==> src/rtl/sector_chain_allocator_macros.svh <==
// assertion macros of the sector chain allocator, used by the sequencer
`ifndef SECTOR_CHAIN_ALLOCATOR_MACROS_SVH
`define SECTOR_CHAIN_ALLOCATOR_MACROS_SVH
`ifndef SYNTHESIS
`define SCA_ASSERT(lbl, clk, rst, prop) \
   lbl: assert property (@(posedge clk) disable iff (rst) prop) \
      else $error("sector chain allocator check failed");
`define SCA_NEVER(lbl, clk, rst, expr) \
   lbl: assert property (@(posedge clk) disable iff (rst) !(expr)) \
      else $error("sector chain allocator forbidden condition");
`else
`define SCA_ASSERT(lbl, clk, rst, prop)
`define SCA_NEVER(lbl, clk, rst, expr)
`endif
`endif

==> src/rtl/sca_pkg.sv <==
// constants, types and helpers of the sector chain allocator
package sca_pkg;
   localparam int NUM_SECTORS = 1024;
   localparam int STAT_BYTES  = 64;
   localparam int SECT_W      = 11;
   localparam int ADDR_W      = $clog2(NUM_SECTORS);
   localparam int CNT_W       = $clog2(NUM_SECTORS + 1);
   localparam int SIZE_W      = 32;
   localparam int SB_W        = 13;
   localparam int SB_MIN      = 64;
   localparam int SB_MAX      = 4096;
   localparam int SB_RESET    = 1024;
   localparam int DIV_W       = 34;
   localparam int REM_W       = 13;
   localparam int DCNT_W      = $clog2(DIV_W);

   localparam logic [1:0] REQ_CREATE = 2'd0;
   localparam logic [1:0] REQ_RESIZE = 2'd1;
   localparam logic [1:0] REQ_REMOVE = 2'd2;

   localparam logic [1:0] ST_OK      = 2'd0;
   localparam logic [1:0] ST_NOSPACE = 2'd1;
   localparam logic [1:0] ST_BADSECT = 2'd2;

   localparam int OP_W = 5;
   localparam logic [OP_W-1:0] OP_NONE          = 5'd0;
   localparam logic [OP_W-1:0] OP_CLEAR         = 5'd1;
   localparam logic [OP_W-1:0] OP_LOAD          = 5'd2;
   localparam logic [OP_W-1:0] OP_CREATE_RD     = 5'd3;
   localparam logic [OP_W-1:0] OP_CREATE_WR     = 5'd4;
   localparam logic [OP_W-1:0] OP_RES_NOSPACE   = 5'd5;
   localparam logic [OP_W-1:0] OP_RES_BAD       = 5'd6;
   localparam logic [OP_W-1:0] OP_RES_ZERO      = 5'd7;
   localparam logic [OP_W-1:0] OP_WALK_START    = 5'd8;
   localparam logic [OP_W-1:0] OP_WALK          = 5'd9;
   localparam logic [OP_W-1:0] OP_REMOVE        = 5'd10;
   localparam logic [OP_W-1:0] OP_DIV_STEP      = 5'd11;
   localparam logic [OP_W-1:0] OP_RES_GROW_FAIL = 5'd12;
   localparam logic [OP_W-1:0] OP_RES_EQUAL     = 5'd13;
   localparam logic [OP_W-1:0] OP_GROW_START    = 5'd14;
   localparam logic [OP_W-1:0] OP_GROW_STEP     = 5'd15;
   localparam logic [OP_W-1:0] OP_SHR_START     = 5'd16;
   localparam logic [OP_W-1:0] OP_SHR_STEP      = 5'd17;
   localparam logic [OP_W-1:0] OP_SHR_W1        = 5'd18;
   localparam logic [OP_W-1:0] OP_SHR_W2        = 5'd19;
   localparam logic [OP_W-1:0] OP_LOAD_RSP      = 5'd20;

   typedef struct packed {
      logic [OP_W-1:0] op;
   } dp_cmd_type;

   typedef struct packed {
      logic [1:0] req_type;
      logic       clr_done;
      logic       fh_ok;
      logic       fh_valid;
      logic       start_valid;
      logic       walk_more;
      logic       div_last;
      logic       cnt_gt_len;
      logic       cnt_lt_len;
      logic       need_gt_fc;
      logic       grow_more;
      logic       shr_more;
   } dp_stat_type;

   function automatic logic sect_ok(logic [SECT_W-1:0] s);
      return (s != '0) && (s <= SECT_W'(NUM_SECTORS));
   endfunction

   function automatic logic [ADDR_W-1:0] to_addr(logic [SECT_W-1:0] s);
      logic [SECT_W-1:0] d;
      d = s - SECT_W'(1);
      return d[ADDR_W-1:0];
   endfunction
endpackage

==> src/rtl/sca_ctrl.sv <==
// request sequencer driving the datapath
`include "sector_chain_allocator_macros.svh"
module sca_ctrl (
   input  logic                  clock,
   input  logic                  reset,
   output sca_pkg::dp_cmd_type   cmd,
   input  sca_pkg::dp_stat_type  stat,
   input  logic                  req_valid,
   output logic                  req_ready,
   output logic                  rsp_valid,
   input  logic                  rsp_ready
);
   localparam logic [3:0] S_CLEAR    = 4'd0;
   localparam logic [3:0] S_IDLE     = 4'd1;
   localparam logic [3:0] S_DISPATCH = 4'd2;
   localparam logic [3:0] S_CREATE   = 4'd3;
   localparam logic [3:0] S_WALK     = 4'd4;
   localparam logic [3:0] S_REMOVE   = 4'd5;
   localparam logic [3:0] S_DIV      = 4'd6;
   localparam logic [3:0] S_EVAL     = 4'd7;
   localparam logic [3:0] S_GROW_ST  = 4'd8;
   localparam logic [3:0] S_GROW     = 4'd9;
   localparam logic [3:0] S_SHR      = 4'd10;
   localparam logic [3:0] S_SHR_W1   = 4'd11;
   localparam logic [3:0] S_SHR_W2   = 4'd12;
   localparam logic [3:0] S_FINISH   = 4'd13;

   logic [3:0] state_ff, state_in;
   logic       rsp_valid_ff, rsp_valid_in;
   logic       out_free;

   assign out_free  = !rsp_valid_ff || rsp_ready;
   assign req_ready = state_ff == S_IDLE;
   assign rsp_valid = rsp_valid_ff;

   always_comb begin
      state_in = state_ff;
      cmd.op = sca_pkg::OP_NONE;
      rsp_valid_in = rsp_valid_ff && !rsp_ready;
      unique case (state_ff)
         S_CLEAR: begin
            cmd.op = sca_pkg::OP_CLEAR;
            if (stat.clr_done) state_in = S_IDLE;
         end
         S_IDLE: begin
            if (req_valid) begin
               cmd.op = sca_pkg::OP_LOAD;
               state_in = S_DISPATCH;
            end
         end
         S_DISPATCH: begin
            priority if (stat.req_type == sca_pkg::REQ_CREATE) begin
               if (stat.fh_ok) begin
                  cmd.op = sca_pkg::OP_CREATE_RD;
                  state_in = S_CREATE;
               end else begin
                  cmd.op = sca_pkg::OP_RES_NOSPACE;
                  state_in = S_FINISH;
               end
            end else if (stat.req_type == sca_pkg::REQ_RESIZE ||
                         stat.req_type == sca_pkg::REQ_REMOVE) begin
               if (stat.start_valid) begin
                  cmd.op = sca_pkg::OP_WALK_START;
                  state_in = S_WALK;
               end else begin
                  cmd.op = sca_pkg::OP_RES_BAD;
                  state_in = S_FINISH;
               end
            end else begin
               cmd.op = sca_pkg::OP_RES_ZERO;
               state_in = S_FINISH;
            end
         end
         S_CREATE: begin
            cmd.op = sca_pkg::OP_CREATE_WR;
            state_in = S_FINISH;
         end
         S_WALK: begin
            cmd.op = sca_pkg::OP_WALK;
            if (!stat.walk_more) begin
               state_in = (stat.req_type == sca_pkg::REQ_REMOVE) ? S_REMOVE : S_DIV;
            end
         end
         S_REMOVE: begin
            cmd.op = sca_pkg::OP_REMOVE;
            state_in = S_FINISH;
         end
         S_DIV: begin
            cmd.op = sca_pkg::OP_DIV_STEP;
            if (stat.div_last) state_in = S_EVAL;
         end
         S_EVAL: begin
            priority if (stat.cnt_gt_len) begin
               if (stat.need_gt_fc) begin
                  cmd.op = sca_pkg::OP_RES_GROW_FAIL;
                  state_in = S_FINISH;
               end else begin
                  state_in = S_GROW_ST;
               end
            end else if (stat.cnt_lt_len) begin
               cmd.op = sca_pkg::OP_SHR_START;
               state_in = S_SHR;
            end else begin
               cmd.op = sca_pkg::OP_RES_EQUAL;
               state_in = S_FINISH;
            end
         end
         S_GROW_ST: begin
            cmd.op = sca_pkg::OP_GROW_START;
            state_in = stat.fh_valid ? S_GROW : S_FINISH;
         end
         S_GROW: begin
            cmd.op = sca_pkg::OP_GROW_STEP;
            if (!stat.grow_more) state_in = S_FINISH;
         end
         S_SHR: begin
            cmd.op = sca_pkg::OP_SHR_STEP;
            if (!stat.shr_more) state_in = S_SHR_W1;
         end
         S_SHR_W1: begin
            cmd.op = sca_pkg::OP_SHR_W1;
            state_in = S_SHR_W2;
         end
         S_SHR_W2: begin
            cmd.op = sca_pkg::OP_SHR_W2;
            state_in = S_FINISH;
         end
         S_FINISH: begin
            if (out_free) begin
               cmd.op = sca_pkg::OP_LOAD_RSP;
               rsp_valid_in = 1'b1;
               state_in = S_IDLE;
            end
         end
         default: begin
            state_in = S_IDLE;
         end
      endcase
   end

   always_ff @(posedge clock) begin
      if (reset) begin
         state_ff <= S_CLEAR;
         rsp_valid_ff <= 1'b0;
      end else begin
         state_ff <= state_in;
         rsp_valid_ff <= rsp_valid_in;
      end
   end

   `SCA_ASSERT(a_rsp_from_finish, clock, reset, $rose(rsp_valid_ff) |-> $past(state_ff) == S_FINISH)
   `SCA_ASSERT(a_clear_once, clock, reset, (state_ff != S_CLEAR) |=> (state_ff != S_CLEAR))
   `SCA_NEVER(a_no_overwrite, clock, reset, (cmd.op == sca_pkg::OP_LOAD_RSP) && !out_free)
endmodule

==> config.mk <==
export PLATFORM = sky130hd
export DESIGN_NAME = sca_ctrl
export DESIGN_NICKNAME = d
export VERILOG_FILES = /design/src/rtl/sca_pkg.sv /design/src/rtl/sca_ctrl.sv
export VERILOG_INCLUDE_DIRS = /design/src /design/src/rtl
export SDC_FILE = /design/constraint.sdc
export NUM_CORES = 1
export LEC_CHECK = 0
export BUFFER_PORTS_ARGS = -buffer_cell sky130_fd_sc_hd__buf_2
export CAP_MARGIN = 10
export CORE_UTILIZATION = 50
export DETAILED_ROUTE_END_ITERATION = 8
export GPL_ROUTABILITY_DRIVEN = 0
export GPL_TIMING_DRIVEN = 0
export PLACE_DENSITY = 0.86
export RECOVER_POWER = 100
export SYNTH_ARGS = -nofsm -noshare
export SYNTH_HDL_FRONTEND = slang
export SYNTH_SLANG_ARGS = --single-unit
export TNS_END_PERCENT = 30
==> constraint.sdc <==
create_clock -name clock -period 1.82 [get_ports clock]
set_input_delay 0.182 -clock clock [delete_from_list [all_inputs] [get_ports clock]]
set_output_delay 0.182 -clock clock [all_outputs]
set_load 0.01 [all_outputs]
# [After elaboration in Yosys (flattened, before gate mapping)]
# Index checks and enable logic that the tools add are counted.
[classes] eq_ne=22 mux=29 reduce_logical=9
[ops] operator="$pmux W5 S14" n=1
[ops] operator="$mux W4" n=14
[ops] operator="$pmux W4 S12" n=1
[ops] operator="$mux W5" n=5
[ops] operator="$eq A4 B4 Y1 const B" n=6
[ops] operator="$eq A4 B3 Y1 const B" n=4
[ops] operator="$ne A2 B2 Y1 const B" n=7
[ops] operator="$mux W3" n=4
[ops] operator="$eq A4 B2 Y1 const B" n=2
[ops] operator="$reduce_and A7 Y1" n=1
[ops] operator="$eq A4 B1 Y1 const B" n=1
[ops] operator="$logic_not A4 Y1" n=1
[ops] operator="$mux W2" n=2
[ops] operator="$reduce_or A3 Y1" n=1
[ops] operator="$eq A2 B1 Y1 const B" n=1
[ops] operator="$eq A2 B2 Y1 const B" n=1
[ops] operator="$logic_not A1 Y1" n=2
[ops] operator="$logic_not A2 Y1" n=1
[ops] operator="$logic_or A1 B1 Y1" n=2
[ops] operator="$mux W1" n=2
[ops] operator="$logic_and A1 B1 Y1" n=1
[totals] register_bits=5

# [Longest topological paths before layout]
# Gate-level depths: netlist (run 1).
[depth] word_depth=5 ltp_mapped=7 ltp_nobuf=6

# [Worst setup path before layout (run 1)]
# Ideal clock, no wire load.
[synth_timing] path_kind="register to register" startpoint="reg state_ff[3]" endpoint="reg state_ff[0]" period_less_slack_ns=1.648 path_stages_with_launch=6 setup_time_ns=0.122 arrival_time_ns=1.526 setup_slack_ns=0.172 required_time_ns=1.698 path_buffers=1 path_cell_list="dfxtp_1 buf_6 and3b_1 o211a_1 or3_4 o311a_1"
[synth_via] elab_chain_len=3
[synth_lines] item="start: declaration" line="sca_ctrl.sv:28" rtl="logic [3:0] state_ff, state_in;"
[synth_lines] item="start signal: assignment" line="sca_ctrl.sv:146" rtl="state_ff <= state_in;"
[synth_lines] item="$eq A4 B4 Y1 (tied with other cells)" line="sca_ctrl.sv:40" rtl="unique case (state_ff)"
[synth_lines] item="$reduce_or A3 Y1 (no line) or $ne A2 B2 Y1 (tied branches)"
[synth_lines] item="$pmux W4 S12 or $reduce_and A7 Y1 (tied branches)"
# Several ways; a longest one is shown, not always the timed one.
# A chain may end at the register's enable or synchronous reset.

==> results of run 1 <==
-- synthesized netlist by cell type, types with 2 or more instances --
cell | count | area, um^2
nand4b_1 | 4 | 35.03
a31oi_1 | 6 | 37.54
o31ai_1 | 3 | 22.52
nand2b_1 | 4 | 25.02
and3_1 | 4 | 25.02
o41ai_1 | 2 | 17.52
nand2_1 | 5 | 18.77
a21oi_1 | 10 | 50.05
o21ai_0 | 6 | 30.03
inv_1 | 8 | 30.03
ha_1 | 2 | 25.02
nor3b_1 | 2 | 15.01
nor2b_1 | 3 | 18.77
buf_2 | 6 | 30.03
dfxtp_1 | 5 | 100.1
and3b_1 | 3 | 26.28
a211o_1 | 2 | 17.52
o211ai_1 | 2 | 15.01
nor3_1 | 5 | 25.02
nor2_1 | 4 | 15.01
or2_2 | 2 | 12.51
buf_1 | 2 | 7.510
o32ai_1 | 3 | 26.28
-- per-layer routing --
layer	share of wire [%]	vias to the layer above	track usage, %	wire length, um
met5	0	-	0	0
met4	0.68	0	5.806	17
met3	6.8	4	5.217	169
met2	50	63	43.13	1248
met1	42	481	37.30	1054
li1	-	486	-	-
-- state kept, by name, summed over array words and instances, names as in the netlist --
| name | flops |
|---|---|
| state_ff | 4 |
| rsp_valid | 1 |
-- path summary, 6_finish.rpt --
kind	end	depth (start not counted)	slack [ns]
worst min-delay path	rsp_valid	2	0.16
worst min register to register	rsp_valid	2	0.53
worst max-delay path	cmd[1]	6	0.03
worst max register to register	state_ff[0]	5	0.06
-- critical path, cell delays in order, from the launching register on --
cell and delay, ns:
dfxtp_4 0.37, buf_6 0.13, buf_8 0.13, xnor2_2 0.13
o32ai_1 0.11, or3_1 0.35, buf_2 0.14
-- power by group through the flow --
stage               sequential (uW)  combinational [uW]  clock, uW
detailed placement              158                 798          0
global route                    172                1030        139
global placement                156                 780          0
CTS                             162                 870        132
floorplan                       151                 598          0
finish                          168                 954        124
-- through the flow --
stage	worst slack, ns	total power (uW)	cells	hold slack (ns)
CTS	0.006406	1164	152	0.1521
global placement	-0.08030	935.6	149	0.4010
detailed placement	-0.1205	956.5	149	0.4060
global route	-0.03038	1337	157	0.1576
floorplan	0.1724	748.5	111	0.2511
finish	0.03325	1246	157	0.1614
-- logic make-up after synthesis --
logic type | after synthesis
XOR/XNOR | 1
flip-flops | 5
multiplexers | 1
adder cells (fa/ha/maj) | 2
AO/OA/AOI/OAI | 42
buffers and inverters | 18
AND/OR/NAND/NOR | 42
-- area by class of cell --
class / instances / share of cell area (%)
buffer: 9 / 10.25
clock buffer: 3 / 2.120
clock inverter: 1 / 0.4711
tap: 15 / 1.767
multi-input combinational: 88 / 57.13
inverter: 8 / 2.827
timing repair buffer: 28 / 15.43
sequential: 5 / 10.01
-- repair_timing --
item | in CTS | in global routing
resized for setup | 23 | 8
cloned | 0 | 1
buffers inserted | 0 | 4
endpoints found under the setup margin | 6 | 4
hold buffers | 0 | 0
pin swaps | 0 | 1
==> impl_metrics.json, run 1 <==
{
  "grt_overflow": 0,
  "clk_pin_slew_ns": 0.05,
  "cp_max_fo": 10,
  "powerDensity_nw_per_um2": 1173,
  "antenna_found_initial": 0,
  "synthAdderAreaFrac_pct": 3.221,
  "synth_flop_cell": "dfxtp_1",
  "synth_nets": 130,
  "worstMarginPinSlew_ns": 0.3335,
  "yosysSeqAreaShare_pct": 12.88,
  "rows": 13,
  "track_usage_pct": 26.95,
  "hold_class": "primary input to register",
  "ys_ff_latch": 5,
  "antenna_cells": 0,
  "vdd_drop_max_uv": 749.4,
  "p_comb_share_pct": 76.5,
  "netlist_instances": 111,
  "slew-limit-headroom_pct": 77.48,
  "cts_tree": "yes",
  "die_w_um": 41.42,
  "synth-compound-area-share_pct": 36.88,
  "start_util_pct": 56.87,
  "seq_area_um2": 106.4,
  "dpl_cell_area_um2": 910.9,
  "grt_pass1_vias": 879,
  "start_kind": "register",
  "drtIter0Drc": 79,
  "post_drt_wl_per_cell_um": 15.85,
  "cts-buffers-inserted": 3,
  "numClockSinks": 5,
  "syn-cell-area_um2": 777.0,
  "port_buffers": 23,
  "setup_viol": 0,
  "fmax_ghz": 0.5597,
  "final_cell_mix": "buf_2, a21oi_1, inv_1",
  "final-max-slew-violation-count": 0,
  "vias_per_cell": 6.586,
  "die-area_um2": 1716,
  "grt_max_degree": 19,
  "clock_latency_ns": 0.24,
  "crit_required_ns": 1.64,
  "setup.worst_path.end_class": "primary output",
  "drtPass1Iterations": 5,
  "post-route-util_pct": 77.75,
  "drive_gt1_share_pct": 33.80,
  "post-route-period-util_pct": 98.17,
  "finalHoldViolCount": 0,
  "drv_cap": 0,
  "critPathLaunch": "state_ff[1]",
  "fin_tns_setup_ns": 0,
  "ios": 24,
  "p_seq_share_pct": 13.5,
  "core_um2": 1366,
  "drt_wl_total_mm": 2.489,
  "min_period_ns": 1.787,
  "drc_errors": 0,
  "grt_setup_unrepaired": "true",
  "syn_to_final_growth_pct": 36.72,
  "cp.arrival_ns": 1.60,
  "synth_top_family_by_area": "compound AO/OA/AOI/OAI gates",
  "netSwitchingPower_uw": 562.0,
  "yosys.area_share.simple_pct": 33.98,
  "final_antenna_net_count": 0,
  "multiInputGateArea_um2": 606.8,
  "fill_cells": 107,
  "synthArstFlopShare_pct": 0,
  "yosys.cell_types.count": 41,
  "synthMuxAreaShare_pct": 1.288,
  "clock_skew_ns": 0.006222,
  "synth_area_per_cell_um2": 7.000,
  "worstHoldStart": "reset",
  "status": "finished clean",
  "clock-root-buffer": "clkbuf_4",
  "grt_pass1_wl_mm": 3.815,
  "final_area_um2": 1062,
  "synth-edff-count": 0,
  "yosysWarnings": 0,
  "clockPowerShare_pct": 10.0,
  "synth_xor_area_share_pct": 1.127,
  "r2r-start": "state_ff[3]",
  "vias": 1034,
  "h-tree-depth": 1,
  "fin_nets": 162,
  "worstSetupPathType": "register to primary output",
  "p_sw_share_pct": 45.09,
  "die_h_um": 41.42,
  "p_leak_uw": 0.0004870,
  "dp_hpwl_mm": 1.687,
  "final_common_cell": "buf_2",
  "internal_power_uw": 684.3,
  "cts_buffer_depth": 2
}
No activity file was read; power rests on OpenSTA's default activity.
==> run 2, diff against run 1 <==
--- a/config.mk
+++ b/config.mk
@@ -14,2 +14,3 @@
 export GPL_TIMING_DRIVEN = 0
+export MAX_ROUTING_LAYER = met4
 export PLACE_DENSITY = 0.86
==> constraint.sdc (replaced) <==
create_clock -name clock -period 1.82 [get_ports clock]
set_input_delay 0.091 -clock clock [delete_from_list [all_inputs] [get_ports clock]]
set_output_delay 0.091 -clock clock [all_outputs]
set_load 0.01 [all_outputs]
==> run 2 against run 1 <==
  * Critical path depth shrank 1
  * Cell area decreased by 5.9%
  * Sequential power fell by 3%
  * Non-clock buffer count down 4
  * Cell count is 2.5% lower
  * Worst setup slack improved by 0.0087 ns
  * Critical endpoint is now state_ff[0]
  * Largest cell class unchanged
  * Highest routed layer is now met3
==> impl_metrics.json, run 2 (synthesized netlist as in run 1, its figures left out) <==
{
  "core_um2": 1366,
  "vias": 965,
  "critPathSlowestCell": "or3_4",
  "p_sw_share_pct": 46.31,
  "port_buffers": 23,
  "clock-root-buffer": "clkbuf_4",
  "die-area_um2": 1716,
  "drive_gt1_share_pct": 30.43,
  "post-route-util_pct": 73.17,
  "fin_nets": 158,
  "largest_reg_flops": 4,
  "hold_buffers": 0,
  "slowest_delay_ns": 0.42,
  "grt_overflow": 0,
  "syn_to_final_growth_pct": 28.66,
  "worstSetupPathType": "register to register",
  "regToRegSetupSlack_ns": 0.04,
  "r2r-start": "state_ff[2]",
  "clock_skew_ns": 0.001216,
  "drv_cap": 0,
  "powerDensity_nw_per_um2": 1190,
  "fill_cells": 118,
  "p_leak_uw": 0.0004557,
  "drtIter0Drc": 65,
  "cts_tree": "yes",
  "status": "finished clean",
  "antenna_cells": 0,
  "numClockSinks": 5,
  "place_inst": 149,
  "ios": 24,
  "rows": 13,
  "drt_wl_total_mm": 2.279,
  "fin_tns_setup_ns": 0,
  "min_period_ns": 1.778,
  "fmax_ghz": 0.5624,
  "worstMarginPinSlew_ns": 0.3650,
  "antenna_found_initial": 0,
  "drtPass1Iterations": 4,
  "die_h_um": 41.42,
  "place_ws_ns": -0.02946,
  "final_antenna_net_count": 0,
  "cts_buffer_depth": 2,
  "hold_class": "primary input to register",
  "instances_no_fill": 153,
  "dpl_cell_area_um2": 910.9,
  "grt_pass1_vias": 852,
  "clockPowerShare_pct": 11.3,
  "fin_ws_ns": 0.04198,
  "slew-limit-headroom_pct": 75.48,
  "drc_errors": 0,
  "setup_viol": 0,
  "critPathLaunch": "state_ff[2]",
  "grt_pass1_wl_mm": 3.657,
  "p_comb_share_pct": 74.9,
  "final_area_um2": 999.7,
  "path_cells": "buf_4 > nor3b_1 > o211a_1 > or3_4 > o311a_1",
  "vias_per_cell": 6.307,
  "dp_hpwl_mm": 1.687,
  "start_kind": "register",
  "grt_max_degree": 11,
  "track_usage_pct": 26.50,
  "worstHoldStart": "reset",
  "internal_power_uw": 638.8,
  "final_cell_mix": "buf_2, a21oi_1, buf_6, inv_1, a31oi_1",
  "cts-buffers-inserted": 3,
  "h-tree-depth": 1,
  "top_register": "state_ff",
  "post_drt_wl_per_cell_um": 14.90,
  "cp.arrival_ns": 1.90,
  "finalHoldViolCount": 0,
  "final_common_cell": "buf_2",
  "post-route-period-util_pct": 97.69,
  "cp_max_fo": 10,
  "p_seq_share_pct": 13.7,
  "die_w_um": 41.42,
  "vdd_drop_max_uv": 770.1,
  "clock_latency_ns": 0.24,
  "start_util_pct": 56.87,
  "setup.worst_path.end_class": "register",
  "clk_pin_slew_ns": 0.05,
  "crit_required_ns": 1.94,
  "final-max-slew-violation-count": 0,
  "netSwitchingPower_uw": 551.1
}
run 2: power groups by stage:
stage | combinational [uW] | clock, uW | sequential, uW
floorplan | 598 | 0 | 151
global placement | 780 | 0 | 156
detailed placement | 798 | 0 | 158
CTS | 842 | 132 | 157
global route | 960 | 145 | 167
finish | 892 | 135 | 163
run 2: through the flow:
| step | hold slack [ns] | power (uW) |
|---|---|---|
| after floorplan | 0.1601 | 748.5 |
| after global placement | 0.3100 | 935.6 |
| after detailed placement | 0.3150 | 956.5 |
| after CTS | 0.06108 | 1131 |
| after global routing | 0.06770 | 1272 |
| final | 0.06559 | 1190 |
run 2: what timing repair did:
item | CTS | global route
resized for setup | 15 | 10
cloned | 0 | 0
setup buffers | 0 | 0
endpoints found under the setup margin | 5 | 3
run 2: area by class of cell:
type | instances | area, um^2 | area share (%)
Tap cell | 15 | 18.77 | 1.877
Inverter | 8 | 30.03 | 3.004
Clock inverter | 1 | 5.005 | 0.5006
Sequential cell | 5 | 105.1 | 10.51
Timing Repair Buffer | 23 | 113.9 | 11.39
Buffer | 10 | 105.1 | 10.51
Multi-Input combinational cell | 88 | 599.3 | 59.95
Clock buffer | 3 | 22.52 | 2.253
run 2: critical path, delay by kind of cell, from the launching register on:
| family | cells | cell delay [ns] |
|---|---|---|
| AOI/OAI and AO/OA | 2 | 0.62 |
| and+or+nand+nor | 2 | 0.56 |
| DFF | 1 | 0.32 |
| buffers and inverters | 1 | 0.17 |
run 2: metal layers:
metal	routed length (um)	GRT usage (%)	up-vias
met5	0	-	-
met4	0	3.226	0
met3	168	4.348	0
met2	1074	42.81	57
met1	1035	35.71	430
li1	-	-	478
run 2: worst paths after layout:
path / end / cells past startpoint
setup / recovery: state_ff[0] / 5
hold / removal: rsp_valid / 2
setup reg to reg: state_ff[0] / 5
hold reg to reg: rsp_valid / 2
==> run 3, diff against run 2 <==
CORE_UTILIZATION = 40   (was 50)
PLACE_DENSITY = 0.73   (was 0.86)
==> run 3 against run 2 <==
  * First-iteration DRC count down 31%
  * Sequential share of layout area down 0.21 points
  * Global-route usage down 5.8 points
  * Register-to-register slack better by 0.02 ns
  * Die area up 24%
  * Total power down 3.7%
  * Flip-flop and latch count unchanged
  * Worst setup slack better by 0.021 ns
  * Clock power down 6%
  * Critical endpoint unchanged
==> impl_metrics.json, run 3 (synthesized netlist as in run 1, its figures left out) <==
{
  "status": "finished clean",
  "syn_to_final_growth_pct": 28.18,
  "finalHoldViolCount": 0,
  "top_register": "state_ff",
  "crit_required_ns": 1.94,
  "cp.arrival_ns": 1.88,
  "vias_per_cell": 5.840,
  "final_cell_mix": "buf_2, a21oi_1, inv_1",
  "die-area_um2": 2123,
  "antenna_found_initial": 0,
  "setup.worst_path.end_class": "register",
  "fin_tns_setup_ns": 0,
  "slew-limit-headroom_pct": 76.59,
  "antenna_cells": 0,
  "final_common_cell": "buf_2",
  "final-max-slew-violation-count": 0,
  "grt_pass1_vias": 717,
  "track_usage_pct": 20.68,
  "gr-max-usage-layer": "met2",
  "path_cells": "buf_6 > and3b_1 > o211a_1 > or3_4 > o311a_1",
  "numClockSinks": 5,
  "hold_buffers": 0,
  "p_leak_uw": 0.0004398,
  "p_total_uw": 1146,
  "clock-root-buffer": "clkbuf_4",
  "post-route-period-util_pct": 96.56,
  "powerDensity_nw_per_um2": 1151,
  "die_w_um": 46.08,
  "setup_viol": 0,
  "drv_cap": 0,
  "path_buf_inv": 1,
  "drc_errors": 0,
  "worstMarginPinSlew_ns": 0.3485,
  "grt_overflow": 0,
  "grt_pass1_wl_mm": 3.111,
  "fmax_ghz": 0.5690,
  "cts_tree": "yes",
  "min_period_ns": 1.757,
  "slowest_delay_ns": 0.41,
  "die_h_um": 46.08,
  "met3_usage_pct": 5.098,
  "cp_max_fo": 18,
  "largest_reg_flops": 4,
  "vdd_drop_max_uv": 744.8,
  "hold_class": "primary input to register",
  "fin_nets": 157,
  "critPathSlowestCell": "or3_4",
  "final_antenna_net_count": 0,
  "post_drt_wl_per_cell_um": 13.23,
  "gr-usage-met1_pct": 29.25,
  "cts-buffers-inserted": 3,
  "drtPass1Iterations": 4,
  "drt_wl_total_mm": 2.143,
  "grt_max_degree": 19,
  "h-tree-depth": 1,
  "clock_latency_ns": 0.24,
  "critPathTopFamily": "compound AO/OA/AOI/OAI gates",
  "worstSetupPathType": "register to register",
  "core_um2": 1764,
  "start_util_pct": 44.04,
  "dp_hpwl_mm": 1.638,
  "vias": 946,
  "drtIter0Drc": 45,
  "use_met2_pct": 30.42,
  "clock_skew_ns": 0.002426,
  "cts_buffer_depth": 2,
  "ios": 24,
  "drive_gt1_share_pct": 28.47,
  "clk_pin_slew_ns": 0.05,
  "start_kind": "register",
  "rows": 15,
  "port_buffers": 23
}
[run 3: changes by cell type in the layout (fill, tap and decap cells not counted)]
cell      change
buf_2         -4
clkbuf_1      +2
clkbuf_2      +2
buf_6         -1
dfxtp_2       +1
dfxtp_4       -1
[run 3: layout make-up]
| type | instances | area [um^2] |
|---|---|---|
| Clock buffer | 3 | 22.52 |
| Fill cell | 179 | 768.2 |
| Clock inverter | 1 | 5.005 |
| Tap cell | 25 | 31.28 |
| Inverter | 8 | 30.03 |
| Sequential cell | 5 | 102.6 |
| Buffer | 9 | 93.84 |
| Timing Repair Buffer | 23 | 111.4 |
| Multi-Input combinational cell | 88 | 599.3 |
[run 3: layer usage]
layer	part of all wire, %	up-vias
li1	-	473
met1	46	431
met2	47	40
met3	6.2	2
met4	0.89	0
met5	0	-
[run 3: worst paths after layout]
path / slack [ns] / to / start / cells past startpoint
max: 0.06 / state_ff[0] / state_ff[3] / 5
min: 0.09 / rsp_valid / reset / 2
max reg2reg: 0.06 / state_ff[0] / state_ff[3] / 5
min reg2reg: 0.54 / rsp_valid / rsp_valid / 2
[run 3: worst reg2reg max path, delay by kind of cell (launching register included)]
kind / cells / cell delay [ns]
AO/OA/AOI/OAI: 2 / 0.61
AND/OR/NAND/NOR: 2 / 0.58
flip-flops: 1 / 0.30
buffers and inverters: 1 / 0.14
[run 3: through the flow]
stage | cells | setup WS, ns | cell area [um^2] | hold slack (ns) | utilization (%)
floorplan | 111 | 0.1724 | 777.0 | 0.1601 | -
global placement | 159 | -0.006549 | 923.4 | 0.3134 | 52.34
detailed placement | 159 | -0.02467 | 923.4 | 0.3241 | 52.34
CTS | 162 | 0.01297 | 973.4 | 0.06950 | 55.18
global route | 162 | -0.006791 | 996.0 | 0.06403 | 56.45
finish | 162 | 0.06259 | 996.0 | 0.08652 | 56.45
[run 3: power by group]
part           switching (uW)  internal [uW]  total [uW]  leakage (uW)
logic                     456            402         858      0.000381
registers                24.2            137         162     0.0000414
clock network            47.4           79.6         127     0.0000177
total                     527            619        1150      0.000440
[run 3: what timing repair did]
| action | 4_1_cts | 5_1_grt |
|---|---|---|
| endpoints found under the setup margin | 5 | 4 |
| gates resized for setup | 12 | 10 |
| buffers inserted | 0 | 0 |
